### config.mk
export PLATFORM = sky130hd
export DESIGN_NAME = pskt_ram
export DESIGN_NICKNAME = d
export VERILOG_FILES = /design/src/rtl/periodic_substitution_key_table_top_defines.svh /design/src/rtl/pskt_ram.sv
export SDC_FILE = /design/constraint.sdc
export NUM_CORES = 2
export LEC_CHECK = 0
export BUFFER_PORTS_ARGS = -buffer_cell sky130_fd_sc_hd__buf_2
export CAP_MARGIN = 20
export CORE_MARGIN = 3
export CORE_UTILIZATION = 30
export DETAILED_ROUTE_END_ITERATION = 12
export PLACE_DENSITY = 0.49
export REMOVE_ABC_BUFFERS = 1
export SYNTH_ARGS = -nofsm -noshare
export SYNTH_HDL_FRONTEND = slang
export SYNTH_MEMORY_MAX_BITS = 65536
export SYNTH_SLANG_ARGS = --single-unit
### constraint.sdc
create_clock -name i_clk -period 2.8 [get_ports i_clk]
set_input_delay 0.14 -clock i_clk [delete_from_list [all_inputs] [get_ports i_clk]]
set_output_delay 0.14 -clock i_clk [all_outputs]
set_load 0.05 [all_outputs]
### src/rtl/periodic_substitution_key_table_top_defines.svh
// Assertion macros shared by the key table RTL.
`ifndef PERIODIC_SUBSTITUTION_KEY_TABLE_TOP_DEFINES_SVH
`define PERIODIC_SUBSTITUTION_KEY_TABLE_TOP_DEFINES_SVH

// Same-cycle implication, checked at every rising edge outside reset.
`define PSKT_CHECK(label, clk, rst_n, ante, cons, msg) \
    label: assert property (@(posedge clk) disable iff (!rst_n) (ante) |-> (cons)) \
        else $error(msg);

// Next-cycle implication, checked at every rising edge outside reset.
`define PSKT_CHECK_NEXT(label, clk, rst_n, ante, cons, msg) \
    label: assert property (@(posedge clk) disable iff (!rst_n) (ante) |=> (cons)) \
        else $error(msg);

`endif

### src/rtl/pskt_ram.sv
module pskt_ram #(
    parameter int WIDTH = 6,
    parameter int DEPTH = 832
) (
    input  logic                     i_clk,
    input  logic                     i_we,
    input  logic [$clog2(DEPTH)-1:0] i_waddr,
    input  logic [WIDTH-1:0]         i_wdata,
    input  logic [$clog2(DEPTH)-1:0] i_raddr,
    output logic [WIDTH-1:0]         o_rdata
);

    logic [WIDTH-1:0] r_mem [DEPTH];
    logic [WIDTH-1:0] r_rdata;

    always_ff @(posedge i_clk) begin
        if (i_we) begin
            r_mem[i_waddr] <= i_wdata;
        end
        r_rdata <= r_mem[i_raddr];
    end

    assign o_rdata = r_rdata;

endmodule

==> summary.txt <==
Outcome
  • Status: complete, but fails checks
  • Failing checks: negative setup slack

Setup path
  • Reg-to-reg endpoint: o_rdata[1]$_DFF_P_
  • R2r setup slk: -0.33 ns
  • WP data required: 3.74 ns
  • Element type at the critical path start: register
  • Worst reg2reg path depth: 6
  • Worst Setup End Kind: register
  • Crit path DAT: 4.08 ns
  • Reg2reg start: r_mem[530][1]$_DFFE_PP_
  • Crit Path Max Fanout: 1
  • Critical path type: register to register

Place
  • Dpl cells: 19293
  • Routability-driven placement congestion ratio: 0.848
  • Post-detail-place hpwl: around 410000 um
  • Number of port buffers: 33
  • Placed inst area: 218000 um2
  • Pre-CTS setup slack: -1.36 ns

STA
  • Final hold violation count: 0
  • Final period util: 1.12
  • Final setup fails: 2
  • Fin crit period: approximately 3.1 ns
  • Clk_skew: 0.0812 ns
  • Relative slew slack: 0.216
  • Worst-margin pin slew: around 1.2 ns
  • FMAX: 319 MHz
  • Worst Hold Slack: 0.121 ns
  • Max Slew Vio Count: 0
  • Final WS setup: -0.335 ns
  • RSZ-0062 raised after global routing: true

Hold path
  • Hold path start: i_wdata[0]
  • Worst min path class: primary input to register
  • Hold Path Sink: r_mem[323][0]$_DFFE_PP_
  • Hold Path Cell Cnt: 2

Routing
  • First-pass iteration count of the detailed router: 8
  • Antenna Violating Nets Remaining: 0
  • Per-cell routed wire length: approximately 30 um
  • Detailed-route via count: 104676
  • Detailed Route Iter0 Violations: 11634
  • Routed vias/inst: 5.15
  • Post-Route WL: 613000 um
  • DRC violations left: 0

Pwr
  • Static Leak: about 76 nW
  • Cell Pwr Density: 686 nW/um2
  • Max VDD drop: 699 uV

Clocking
  • CTS Buffer Depth: 4
  • Post-CTS Setup Repair Bufs: 0
  • Clock latency on the worst-skew pair: 1.09 ns
  • Clock buffer count from CTS: 541
  • CTS tree: yes
  • Clk sinks: 4998
  • Clk slew on worst S/H paths: 0.06 ns
  • Htree depth: 6
  • Root buf cell: clkbuf_16

Yosys
  • Post-synth EDFFs: 4992
  • Ys Warns: 0
  • Yosys cell types: 62
  • Top FF cell, synth: edfxtp_1
  • Synthesized area per cell: 20.1 um2
  • Register area share after synthesis: 0.769
  • Mapped cell area: 195000 um2
  • Synth Instances: 9696
  • #FFs+latches synth: about 5000
  • Ys async rst share: 0

Floorplanning
  • Horiz. Die Dim: between 800 and 900 um
  • Die area: about 660000 um2
  • Die H: 812 um
  • I/O pin count: 34
  • Num rows: 295
  • Initial Utilization: 0.302
  • Core ar.: roughly 650000 um2

Finish
  • Synthesis-to-layout area growth: 21.2%
  • Multi-input logic area: approximately 43000 um2
  • Share of layout cells above drive strength 1: 0.296
  • Seq. cell area: 150000 um2
  • Finished Cell Area: between 200000 and 250000 um2
  • Non-filler cells, final: 20310
  • Fillers: ~60000
  • Final nets: 11272
  • Post-layout util: 0.365

Global routing
  • First-pass GRT wire length: ~850000 um
  • Initial antenna violation count: 63
  • Global route total overflow: 0
  • Vias in the first global route: around 110k
  • Largest net degree at the start of global routing: 151
  • Tot GR Track Use: 0.181

Job
  • Max-Cap Viols: 0
## sequential cells by signal (all words and copies together) (netlist names)
name	flops
o_rdata	6
r_mem	4992
## cell families (layout without fill, tap and decap cells)
| logic type | after synthesis | count (layout) | share of synthesized area |
|---|---|---|---|
| flops | 4998 | 4998 | 0.769 |
| simple gates | 1367 | 1367 | 0.0294 |
| other cells | 0 | 22 | 0 |
| compound gates | 957 | 957 | 0.0352 |
| mux | 1712 | 1712 | 0.149 |
| buf+inv | 662 | 2641 | 0.0166 |
## layout by cell type (no fill, tap or decap), types with 23 or more instances in the layout
cell type	n
a21oi_1	206
clkinv_1	108
bufinv_16	36
mux4_2	958
nor2_1	875
a22oi_1	33
nand2_1	160
o22ai_1	194
clkbuf_1	125
nor3_1	147
buf_4	1365
clkinv_2	77
o21ai_0	35
o221ai_1	333
nand3_4	25
buf_12	239
clkbuf_16	545
mux2i_1	749
edfxtp_1	4992
clkinvlp_4	23
## cells in the mapped netlist (7+ instances only)
| cell type | n | area share |
|---|---|---|
| a211oi_1 | 8 | 0.00031 |
| mux2i_1 | 750 | 0.039 |
| o31ai_1 | 21 | 0.00081 |
| o221ai_1 | 336 | 0.015 |
| buf_4 | 111 | 0.0043 |
| a22oi_1 | 35 | 0.0013 |
| nand4_1 | 11 | 0.00035 |
| nor2_1 | 878 | 0.017 |
| buf_1 | 65 | 0.0013 |
| a221oi_1 | 18 | 0.00081 |
| o311ai_0 | 11 | 0.00049 |
| a2111oi_0 | 10 | 0.00045 |
| edfxtp_1 | 4992 | 0.77 |
| nand2_1 | 165 | 0.0032 |
| o22a_1 | 7 | 0.00031 |
| or3_1 | 10 | 0.00032 |
| buf_2 | 100 | 0.0026 |
| nor4_1 | 25 | 0.00080 |
| and3_1 | 12 | 0.00039 |
| a22o_1 | 20 | 0.00090 |
| and2_1 | 8 | 0.00026 |
| nor3_1 | 159 | 0.0041 |
| a21oi_1 | 212 | 0.0054 |
| nand2b_1 | 8 | 0.00026 |
| buf_6 | 27 | 0.0016 |
| nor2b_1 | 13 | 0.00042 |
| nor3b_1 | 7 | 0.00027 |
| mux4_2 | 958 | 0.11 |
| inv_1 | 7 | 0.00013 |
| o21ai_0 | 38 | 0.00098 |
| clkbuf_1 | 351 | 0.0068 |
| o22ai_1 | 196 | 0.0063 |
| or4_1 | 8 | 0.00031 |
| nand3_1 | 46 | 0.0012 |
## per-stage QoR
| step | TNS, ns | total power [mW] |
|---|---|---|
| 3_5_place_dp | -7.09 | 93.6 |
| 6_report | -0.614 | 162 |
| 5_1_grt | -0.707 | 167 |
| 2_1_floorplan | -32.10 | 87.1 |
| 4_1_cts | -0.629 | 164 |
| 3_3_place_gp | -8.27 | 93.5 |
## worst max-delay path by stage
stage | startpoint | to | slack, ns | cells after the start
finish | r_mem[530][1]$_DFFE_PP_ | o_rdata[1]$_DFF_P_ | -0.33 | 6
global route | r_mem[531][1]$_DFFE_PP_ | o_rdata[1]$_DFF_P_ | -0.40 | 6
CTS | r_mem[531][1]$_DFFE_PP_ | o_rdata[1]$_DFF_P_ | -0.34 | 6
detailed placement | i_raddr[0] | o_rdata[1]$_DFF_P_ | -1.36 | 12
global placement | i_raddr[0] | o_rdata[4]$_DFF_P_ | -1.69 | 13
floorplan | i_raddr[2] | o_rdata[1]$_DFF_P_ | -5.66 | 8
## cell type report
class	instances	area share
Sequential cell	4998	0.635
Tap cell	8613	0.0456
Timing Repair Buffer	1659	0.0657
Clock buffer	670	0.0597
Multi-Input combinational cell	4036	0.180
Inverter	8	0.000185
Clock inverter	304	0.0137
Antenna cell	22	0.000233
## layer usage
metal / GRT usage / wire length [um] / vias to the layer above
met5: 0 / 88 / -
met4: 0.0554 / 20000 / 14
met3: 0.0283 / 40900 / 852
met2: 0.301 / 298000 / 4042
met1: 0.246 / 254000 / 56282
li1: - / - / 43486
## what timing repair did
action,in CTS,in global routing
setup endpoints to repair,6,6
resized for setup,30,23
hold buffers,21,0
pin swaps,3,9
endpoints found under the hold margin,3677,0
## critical path: stages, from the launching register on
cell and delay, ns:
edfxtp_1 0.37, mux4_2 0.49, mux4_2 0.56, mux4_2 0.64, o221ai_4 0.28, o41ai_2 0.14
or4_1 0.54
## where the power goes
group	switching [mW]	internal (mW)	leakage (nW)
Combinational	6.03	3.58	22.9
Sequential	0.0837	82.3	44.9
Clock	30.4	39.6	8.35
Power figures use the tool's default switching activity.
